## src/hdl/chs_pkg.sv

```systemverilog
// package: shared types, widths and the arctangent table for the heading pipeline
package chs_pkg;

  localparam int XY_W           = 40;  // cordic x/y, holds 2^35 times gain
  localparam int ANG_W          = 32;  // binary angle, full turn is 2^32
  localparam int H_W            = 33;  // heading 0..2^32
  localparam int READ_W         = 16;
  localparam int PRESCALE_SHIFT = 20;
  localparam int ATAN_ENTRIES   = 24;
  localparam int TENTHS_W       = 12;
  localparam int PROD_W         = H_W + TENTHS_W;
  localparam int SECTOR_W       = 3;

  localparam logic [ANG_W-1:0]    HALF_TURN    = 32'h8000_0000;
  localparam logic [H_W-1:0]      FULL_TURN_H  = 33'h1_0000_0000;
  localparam logic [H_W-1:0]      HALF_TURN_H  = 33'h0_8000_0000;
  localparam logic [H_W-1:0]      QUART_TURN_H = 33'h0_4000_0000;
  localparam logic [H_W-1:0]      THREEQ_TURN_H = 33'h0_C000_0000;
  localparam logic [H_W-1:0]      SECTOR_BIAS  = 33'h0_1000_0000;
  localparam logic [TENTHS_W-1:0] TENTHS_FULL  = 12'd3600;

  localparam logic [ANG_W-1:0] ATAN_TURNS [ATAN_ENTRIES] = '{
    32'h20000000, 32'h12E4051E, 32'h09FB385B, 32'h051111D4,
    32'h028B0D43, 32'h0145D7E1, 32'h00A2F61E, 32'h00517C55,
    32'h0028BE53, 32'h00145F2F, 32'h000A2F98, 32'h000517CC,
    32'h00028BE6, 32'h000145F3, 32'h0000A2F9, 32'h0000517C,
    32'h000028BE, 32'h0000145F, 32'h00000A2F, 32'h00000517,
    32'h0000028B, 32'h00000145, 32'h000000A2, 32'h00000051
  };

  typedef struct packed {
    logic signed [XY_W-1:0] x;
    logic signed [XY_W-1:0] y;
    logic [ANG_W-1:0]       ang;
    logic                   ovr;    // axis case, heading fixed
    logic [H_W-1:0]         ovr_h;
  } cordic_t;

endpackage

```

## src/hdl/chs_prerot.sv

```systemverilog
// input stage: axis cases and half-turn prerotation into cordic format
module chs_prerot (
  input  logic                           clk_i,
  input  logic                           rst_ni,
  input  logic                           in_valid_i,
  output logic                           in_ready_o,
  input  logic signed [chs_pkg::READ_W-1:0] x_reading_i,
  input  logic signed [chs_pkg::READ_W-1:0] y_reading_i,
  output logic                           out_valid_o,
  input  logic                           out_ready_i,
  output chs_pkg::cordic_t               out_data_o
);

  logic             valid_q;
  chs_pkg::cordic_t data_q, data_d;
  logic signed [chs_pkg::XY_W-1:0] x_ext, y_ext;

  assign in_ready_o = !valid_q || out_ready_i;

  always_comb begin
    x_ext = chs_pkg::XY_W'(x_reading_i) <<< chs_pkg::PRESCALE_SHIFT;
    y_ext = chs_pkg::XY_W'(y_reading_i) <<< chs_pkg::PRESCALE_SHIFT;
    data_d = '0;
    if (x_reading_i[chs_pkg::READ_W-1]) begin
      data_d.x   = -x_ext;
      data_d.y   = -y_ext;
      data_d.ang = chs_pkg::HALF_TURN;
    end else begin
      data_d.x   = x_ext;
      data_d.y   = y_ext;
      data_d.ang = '0;
    end
    if (y_reading_i == '0) begin
      data_d.ovr   = 1'b1;
      data_d.ovr_h = x_reading_i[chs_pkg::READ_W-1] ? chs_pkg::FULL_TURN_H
                                                    : chs_pkg::HALF_TURN_H;
    end else if (x_reading_i == '0) begin
      data_d.ovr   = 1'b1;
      data_d.ovr_h = y_reading_i[chs_pkg::READ_W-1] ? chs_pkg::QUART_TURN_H
                                                    : chs_pkg::THREEQ_TURN_H;
    end
  end

  always_ff @(posedge clk_i or negedge rst_ni) begin
    if (!rst_ni) begin
      valid_q <= 1'b0;
    end else if (in_ready_o) begin
      valid_q <= in_valid_i;
    end
  end

  always_ff @(posedge clk_i) begin
    if (in_ready_o && in_valid_i) begin
      data_q <= data_d;
    end
  end

  assign out_valid_o = valid_q;
  assign out_data_o  = data_q;

endmodule

```

## src/hdl/chs_cordic.sv

```systemverilog
// vectoring cordic, one registered stage per iteration
module chs_cordic #(
  parameter int STAGES = 16
) (
  input  logic             clk_i,
  input  logic             rst_ni,
  input  logic             in_valid_i,
  output logic             in_ready_o,
  input  chs_pkg::cordic_t in_data_i,
  output logic             out_valid_o,
  input  logic             out_ready_i,
  output chs_pkg::cordic_t out_data_o
);

  chs_pkg::cordic_t src   [STAGES+1];
  logic             srcv  [STAGES+1];
  logic             rdy   [STAGES+1];
  chs_pkg::cordic_t stage_q [STAGES];
  logic             valid_q [STAGES];

  assign src[0]         = in_data_i;
  assign srcv[0]        = in_valid_i;
  assign rdy[STAGES]    = out_ready_i;
  assign in_ready_o     = rdy[0];

  for (genvar k = 0; k < STAGES; k++) begin : g_stage
    chs_pkg::cordic_t cur, nxt;
    logic signed [chs_pkg::XY_W-1:0] xs, ys;

    always_comb begin
      cur = src[k];
      xs  = cur.x >>> k;  // arithmetic shift, rounds toward minus infinity
      ys  = cur.y >>> k;
      nxt = cur;
      if (!cur.y[chs_pkg::XY_W-1] && (cur.y != '0)) begin
        nxt.x   = cur.x + ys;
        nxt.y   = cur.y - xs;
        nxt.ang = cur.ang + chs_pkg::ATAN_TURNS[k];
      end else begin
        nxt.x   = cur.x - ys;
        nxt.y   = cur.y + xs;
        nxt.ang = cur.ang - chs_pkg::ATAN_TURNS[k];
      end
    end

    assign rdy[k] = !valid_q[k] || rdy[k+1];

    always_ff @(posedge clk_i or negedge rst_ni) begin
      if (!rst_ni) begin
        valid_q[k] <= 1'b0;
      end else if (rdy[k]) begin
        valid_q[k] <= srcv[k];
      end
    end

    always_ff @(posedge clk_i) begin
      if (rdy[k] && srcv[k]) begin
        stage_q[k] <= nxt;
      end
    end

    assign src[k+1]  = stage_q[k];
    assign srcv[k+1] = valid_q[k];
  end

  assign out_valid_o = valid_q[STAGES-1];
  assign out_data_o  = stage_q[STAGES-1];

endmodule

```

## src/hdl/chs_post.sv

```systemverilog
// output stages: degree scaling, sector code and decimal digits
module chs_post (
  input  logic                             clk_i,
  input  logic                             rst_ni,
  input  logic                             in_valid_i,
  output logic                             in_ready_o,
  input  chs_pkg::cordic_t                 in_data_i,
  output logic                             out_valid_o,
  input  logic                             out_ready_i,
  output logic [chs_pkg::TENTHS_W-1:0]     heading_tenths_o,
  output logic [1:0]                       digit_hundreds_o,
  output logic [3:0]                       digit_tens_o,
  output logic [3:0]                       digit_units_o,
  output logic [3:0]                       digit_tenths_o,
  output logic [chs_pkg::SECTOR_W-1:0]     sector_o
);

  localparam int NSTG = 3;

  logic valid_q [NSTG];
  logic rdy     [NSTG+1];

  // stage 1: heading and product
  logic [chs_pkg::H_W-1:0]      h;
  logic [chs_pkg::PROD_W-1:0]   prod;
  logic [chs_pkg::H_W-1:0]      sec_sum;
  logic [chs_pkg::TENTHS_W-1:0] t1_q;
  logic [chs_pkg::SECTOR_W-1:0] s1_q;

  // stage 2: hundreds and tens
  logic [1:0]                   hun_d;
  logic [9:0]                   r1;
  logic [3:0]                   tens_d;
  logic [6:0]                   r2_d;
  logic [chs_pkg::TENTHS_W-1:0] t2_q;
  logic [chs_pkg::SECTOR_W-1:0] s2_q;
  logic [1:0]                   hun2_q;
  logic [3:0]                   tens2_q;
  logic [6:0]                   r2_q;

  // stage 3: units and tenths
  logic [3:0]                   units_d;
  logic [3:0]                   tenths_d;
  logic [chs_pkg::TENTHS_W-1:0] t3_q;
  logic [chs_pkg::SECTOR_W-1:0] s3_q;
  logic [1:0]                   hun3_q;
  logic [3:0]                   tens3_q;
  logic [3:0]                   units3_q;
  logic [3:0]                   tenths3_q;

  logic srcv [NSTG];
  assign srcv[0] = in_valid_i;
  assign srcv[1] = valid_q[0];
  assign srcv[2] = valid_q[1];

  assign rdy[NSTG]  = out_ready_i;
  assign in_ready_o = rdy[0];

  for (genvar k = 0; k < NSTG; k++) begin : g_ctl
    assign rdy[k] = !valid_q[k] || rdy[k+1];
    always_ff @(posedge clk_i or negedge rst_ni) begin
      if (!rst_ni) begin
        valid_q[k] <= 1'b0;
      end else if (rdy[k]) begin
        valid_q[k] <= srcv[k];
      end
    end
  end

  // adding a half turn mod 2^32 flips the top angle bit
  always_comb begin
    h = in_data_i.ovr ? in_data_i.ovr_h
                      : {1'b0, ~in_data_i.ang[chs_pkg::ANG_W-1],
                         in_data_i.ang[chs_pkg::ANG_W-2:0]};
    prod    = chs_pkg::PROD_W'(h) * chs_pkg::PROD_W'(chs_pkg::TENTHS_FULL);
    sec_sum = h + chs_pkg::SECTOR_BIAS;
  end

  // product stays below 3601 * 2^32, so its top bit is always clear
  always_ff @(posedge clk_i) begin
    if (rdy[0] && srcv[0]) begin
      t1_q <= prod[chs_pkg::ANG_W+chs_pkg::TENTHS_W-1:chs_pkg::ANG_W];
      s1_q <= sec_sum[31:29];
    end
  end

  always_comb begin
    if (t1_q >= 12'd3000) begin
      hun_d = 2'd3;
    end else if (t1_q >= 12'd2000) begin
      hun_d = 2'd2;
    end else if (t1_q >= 12'd1000) begin
      hun_d = 2'd1;
    end else begin
      hun_d = 2'd0;
    end
    r1 = 10'(t1_q - 12'(hun_d) * 12'd1000);
    tens_d = '0;
    for (int k = 1; k < 10; k++) begin
      if (r1 >= 10'(k * 100)) begin
        tens_d = 4'(k);
      end
    end
    r2_d = 7'(r1 - 10'(tens_d) * 10'd100);
  end

  always_ff @(posedge clk_i) begin
    if (rdy[1] && srcv[1]) begin
      t2_q    <= t1_q;
      s2_q    <= s1_q;
      hun2_q  <= hun_d;
      tens2_q <= tens_d;
      r2_q    <= r2_d;
    end
  end

  always_comb begin
    units_d = '0;
    for (int k = 1; k < 10; k++) begin
      if (r2_q >= 7'(k * 10)) begin
        units_d = 4'(k);
      end
    end
    tenths_d = 4'(r2_q - 7'(units_d) * 7'd10);
  end

  always_ff @(posedge clk_i) begin
    if (rdy[2] && srcv[2]) begin
      t3_q      <= t2_q;
      s3_q      <= s2_q;
      hun3_q    <= hun2_q;
      tens3_q   <= tens2_q;
      units3_q  <= units_d;
      tenths3_q <= tenths_d;
    end
  end

  assign out_valid_o      = valid_q[NSTG-1];
  assign heading_tenths_o = t3_q;
  assign digit_hundreds_o = hun3_q;
  assign digit_tens_o     = tens3_q;
  assign digit_units_o    = units3_q;
  assign digit_tenths_o   = tenths3_q;
  assign sector_o         = s3_q;

endmodule

```

## src/hdl/compass_heading_sector.sv

```systemverilog
// compass heading top level, one register stage per cordic iteration
// throughput one item per cycle while the output is not stalled
// every stage holds its item under backpressure and takes a new one when freed
// reset (rst_ni low, asynchronous) clears all valid bits; data registers are not reset
//
// flow: prerotation/axis detect -> cordic iterations -> scale, sector, digits
module compass_heading_sector #(
  parameter int CORDIC_STEPS = 16
) (
  input  logic        clk_i,
  input  logic        rst_ni,
  // input item channel
  input  logic        in_valid_i,
  output logic        in_ready_o,
  input  logic signed [15:0] x_reading_i,
  input  logic signed [15:0] y_reading_i,
  // result item channel
  output logic        out_valid_o,
  input  logic        out_ready_i,
  output logic [11:0] heading_tenths_o,
  output logic [1:0]  digit_hundreds_o,
  output logic [3:0]  digit_tens_o,
  output logic [3:0]  digit_units_o,
  output logic [3:0]  digit_tenths_o,
  output logic [2:0]  sector_o
);

  // iterations past the arctangent table are not done
  localparam int STAGES = (CORDIC_STEPS < chs_pkg::ATAN_ENTRIES) ? CORDIC_STEPS
                                                                 : chs_pkg::ATAN_ENTRIES;

  logic             pre_valid, pre_ready;
  chs_pkg::cordic_t pre_data;
  logic             cor_valid, cor_ready;
  chs_pkg::cordic_t cor_data;

  // axis cases get a fixed heading, left half plane turned by a half turn
  chs_prerot u_prerot (
    .clk_i       (clk_i),
    .rst_ni      (rst_ni),
    .in_valid_i  (in_valid_i),
    .in_ready_o  (in_ready_o),
    .x_reading_i (x_reading_i),
    .y_reading_i (y_reading_i),
    .out_valid_o (pre_valid),
    .out_ready_i (pre_ready),
    .out_data_o  (pre_data)
  );

  // drives y toward zero, accumulating the binary angle
  chs_cordic #(
    .STAGES (STAGES)
  ) u_cordic (
    .clk_i       (clk_i),
    .rst_ni      (rst_ni),
    .in_valid_i  (pre_valid),
    .in_ready_o  (pre_ready),
    .in_data_i   (pre_data),
    .out_valid_o (cor_valid),
    .out_ready_i (cor_ready),
    .out_data_o  (cor_data)
  );

  // heading plus half turn, scaled to tenths, sector and decimal split
  chs_post u_post (
    .clk_i            (clk_i),
    .rst_ni           (rst_ni),
    .in_valid_i       (cor_valid),
    .in_ready_o       (cor_ready),
    .in_data_i        (cor_data),
    .out_valid_o      (out_valid_o),
    .out_ready_i      (out_ready_i),
    .heading_tenths_o (heading_tenths_o),
    .digit_hundreds_o (digit_hundreds_o),
    .digit_tens_o     (digit_tens_o),
    .digit_units_o    (digit_units_o),
    .digit_tenths_o   (digit_tenths_o),
    .sector_o         (sector_o)
  );

endmodule
```

## config.mk

```make
export PLATFORM = sky130hd
export DESIGN_NAME = compass_heading_sector
export DESIGN_NICKNAME = d
export VERILOG_FILES = /design/src/hdl/chs_pkg.sv /design/src/hdl/chs_prerot.sv /design/src/hdl/chs_cordic.sv /design/src/hdl/chs_post.sv /design/src/hdl/compass_heading_sector.sv
export SDC_FILE = /design/constraint.sdc
export NUM_CORES = 2
export LEC_CHECK = 0
export BUFFER_PORTS_ARGS = -buffer_cell sky130_fd_sc_hd__buf_4
export CORE_UTILIZATION = 60
export CTS_BUF_LIST = sky130_fd_sc_hd__clkbuf_8
export DETAILED_ROUTE_END_ITERATION = 7
export PLACE_DENSITY = 0.77
export SLEW_MARGIN = 30
export SYNTH_ARGS = -nofsm -noshare
export SYNTH_HDL_FRONTEND = slang
export SYNTH_SLANG_ARGS = --single-unit
```

## constraint.sdc

```tcl
create_clock -name clk_i -period 10.5 [get_ports clk_i]
set_input_delay 1.575 -clock clk_i [delete_from_list [all_inputs] [get_ports clk_i]]
set_output_delay 1.575 -clock clk_i [all_outputs]
set_load 0.02 [all_outputs]
```

==> metrics.md <==
| Metric | Value |
|---|---|
| Crit-path max cell delay | 0.70 ns |
| Setup crit start kind | flop |
| Area leader, netlist | edfxtp_1 |
| GRT Overall Usage | 31.2% |
| Drt wl/cell | 21.2 um |
| Gr busiest metal | met2 |
| Initial antenna violation count | 16 |
| Slew margin rel. | 17.3% |
| # H-tree levels | 5 |
| RSZ-0062 raised after global routing | false |
| Setup TNS | 0 ns |
| CTS tree | done |
| Setup-failing EPs final | 0 |
| CP arrival | 9.29 ns |
| Max Cap Viol | 0 |
| Drt initial violations | 8246 |
| Post-synthesis sequential area ratio | 36.9% |
| Min-delay src | u_cordic.stage_q[0][906] |
| Initial Utilization | 60.6% |
| Routed Antenna Nets | 0 |
| DPL Wire Length | 279000 um |
| Vias | 103540 |
| Hold/Removal Path Class | flop to flop |
| Core area | 215000 um^2 |
| Synth async-reset ratio | 1.24% |
| Row cnt | 170 |
| Synth top cells by count | 1587 x edfxtp_1, 1483 x ha_1, 1266 x xnor2_1 |
| Total congestion overflow | 0 |
| Fin nets | 15113 |
| Crit Path Max Fanout | 45 |
| Synth top area cells | edfxtp_1 37%, ha_1 14%, xnor2_1 8.5% |
| Outcome | complete, but fails checks |
| DR pass1 iterations | 8 |
| IO Count | 67 |
| Yosys top cell area share | 36.6% |
| Final Max Tran Viols | 0 |
| Largest net degree at the start of global routing | 89 |
| Port Buf Inserts | 66 |
| Yosys warning count | 0 |
| Root Buffer | clkbuf_8 |
| Die outline height | 468 um |
| CTS resizes | 0 |
| Layout area overhead | 7.49% |
| Clock Latency Late Sink | 1.06 ns |
| Slowest CP cell | o41ai_1 |
| Ys flop type | edfxtp_1 |
| Hold_buf cts | 0 |
| Endpoints failing hold | 0 |
| Slew @ Worst Pin | 1.23 ns |
| Violated checks | DRC |
| WS Path Type | flop to flop |
| CTS Buffer Depth | 4 |
| CTS Sinks | 1607 |
| Crit-path most repeated cell | o21ai_0 |
| Vias in the first global route | 100239 |
| CP Capture Type | flop |
| Ratio of final minimum period to clock period | 81.2% |
| Clock skew | 0.0743 ns |
| Max Clock Freq | 117 MHz |
| Final Wtd Congestion | 1.01 |
| Post-CTS Setup Inserts | 0 |
| CTS buffer count | 303 |
| Via density | 6.25 |
| R2r startpoint | u_cordic.stage_q[1][222] |
| Top-count cell post-synth | edfxtp_1 |
| Final WL | 351000 um |
| Start point of the critical path | u_cordic.stage_q[1][222] |
| Number of flops mapped to enable cells by yosys | 1587 |
| Layout cells sized above 1 | 5.37% |
| Met1 Usage GRT | 38.6% |
| Filler cells | 17194 |
| Period minus WS final | 8.52 ns |
| First-pass GRT wire length | 543000 um |
| Critical path required time | 11.27 ns |
| FF+latch count, synth | 1607 |
| DRC errors left | 2 |
| Met3 usage | 4.33% |
| Multi-input logic area | 79300 um^2 |
| Yosys cell types | 118 |
| Clock-pin slew on the worst setup and hold paths | 0.06 ns |
| Register Area | 48200 um^2 |
| Mean Syn Cell Area | 9.87 um^2 |
| Total die area | 219000 um^2 |
| Grt met2 use | 53.9% |
| Chip width | 468 um |
| Cell Area, Synth | 130000 um^2 |
| Post-Syn Instances | 13212 |
==> final timing paths <==
kind	endpoint	depth (start not counted)	slack, ns
min in group asynchronous	u_post.srcv[1]	1	0.47
max in group asynchronous	u_cordic.srcv[12]	1	9.59
hold / removal	u_cordic.stage_q[0][1052]	0	0.41
hold reg to reg	u_cordic.stage_q[0][1052]	0	0.41
setup reg to reg	u_cordic.stage_q[1][397]	25	1.98
setup / recovery	u_cordic.stage_q[1][397]	25	1.98
==> metrics by stage <==
stage / util, % / hold WS [ns] / worst slack [ns] / cell area (um^2) / std cells
after detailed placement: 62.4 / 0.405 / 2.15 / 134000 / 16034
after global routing: 65.1 / 0.419 / 1.44 / 140000 / 16559
final: 65.1 / 0.410 / 1.98 / 140000 / 16561
after CTS: 65.0 / 0.415 / 2.12 / 140000 / 16548
after floorplan: - / 0.400 / 1.35 / 131000 / 13257
after global placement: 62.4 / 0.401 / 2.32 / 134000 / 16032
==> routing by layer <==
metal / up-vias / wire length, um
met5: - / 45
met2: 3449 / 168000
met4: 6 / 17000
met3: 826 / 20800
met1: 49662 / 145000
li1: 49597 / -
==> flip-flops by register name, indices dropped and copies added (netlist names), 4 cells and up <==
name / cells
u_cordic.srcv: 15
u_cordic.stage_q: 1473
u_post.digit_tens_o: 4
u_post.digit_tenths_o: 4
u_post.digit_units_o: 4
u_post.heading_tenths_o: 11
u_post.r2_q: 7
u_post.t1_q: 12
u_post.t2_q: 10
u_post.tens2_q: 4
u_prerot.out_data_o: 45
==> worst max-delay path: cells and delay by family, from the launching register on <==
family / cells / cell delay [ns]
multiplexers: 1 / 0.36
AO/OA/AOI/OAI: 10 / 2.92
buffers and inverters: 2 / 0.66
AND/OR/NAND/NOR: 10 / 3.42
flip-flops: 1 / 0.45
adder cells (fa/ha/maj): 2 / 0.44
==> cell families (layout without fill, tap and decap cells) <==
kind of cell             Yosys count  count (layout)  synth area share [%]
AO/OA/AOI/OAI                   3657            3657                  18.0
buffers and inverters            836            1291                  2.44
adder cells (fa/ha/maj)         1576            1576                  15.6
multiplexers                      84              84                 0.655
flip-flops                      1607            1607                  36.9
other                              1              57               0.00288
XOR/XNOR                        1874            1874                  12.6
AND/OR/NAND/NOR                 3577            3577                  13.7
==> cell usage in the layout (no fill, tap or decap), types with 66 or more instances in the layout <==
cell type	n
nand3_1	245
o41ai_1	84
or2_2	83
fa_1	91
a21o_1	478
inv_1	710
o21a_1	216
ha_1	1483
xnor2_1	1266
a211oi_1	83
nand2b_1	253
nor4_1	118
o31ai_1	217
xor2_1	608
nand2_1	708
o21ai_0	708
a31oi_1	99
o21bai_1	145
and3_1	105
buf_4	117
and2_1	66
nor2b_1	195
nor2_1	983
nor3_1	346
or4_1	74
or3_1	164
mux2i_1	76
clkbuf_8	309
nand4_1	79
a21oi_1	1121
edfxtp_1	1587
==> cell type report <==
class	instances	area share, %
Antenna cell	11	0.0196
Timing Repair Buffer	124	0.718
Inverter	653	1.75
Tap cell	2838	2.53
Clock inverter	205	0.950
Multi-Input combinational cell	10814	56.6
Sequential cell	1607	34.4
Clock buffer	309	3.04
Power is not shown: default switching activity piles up to over one toggle a cycle in this logic, so the estimate is an artifact.
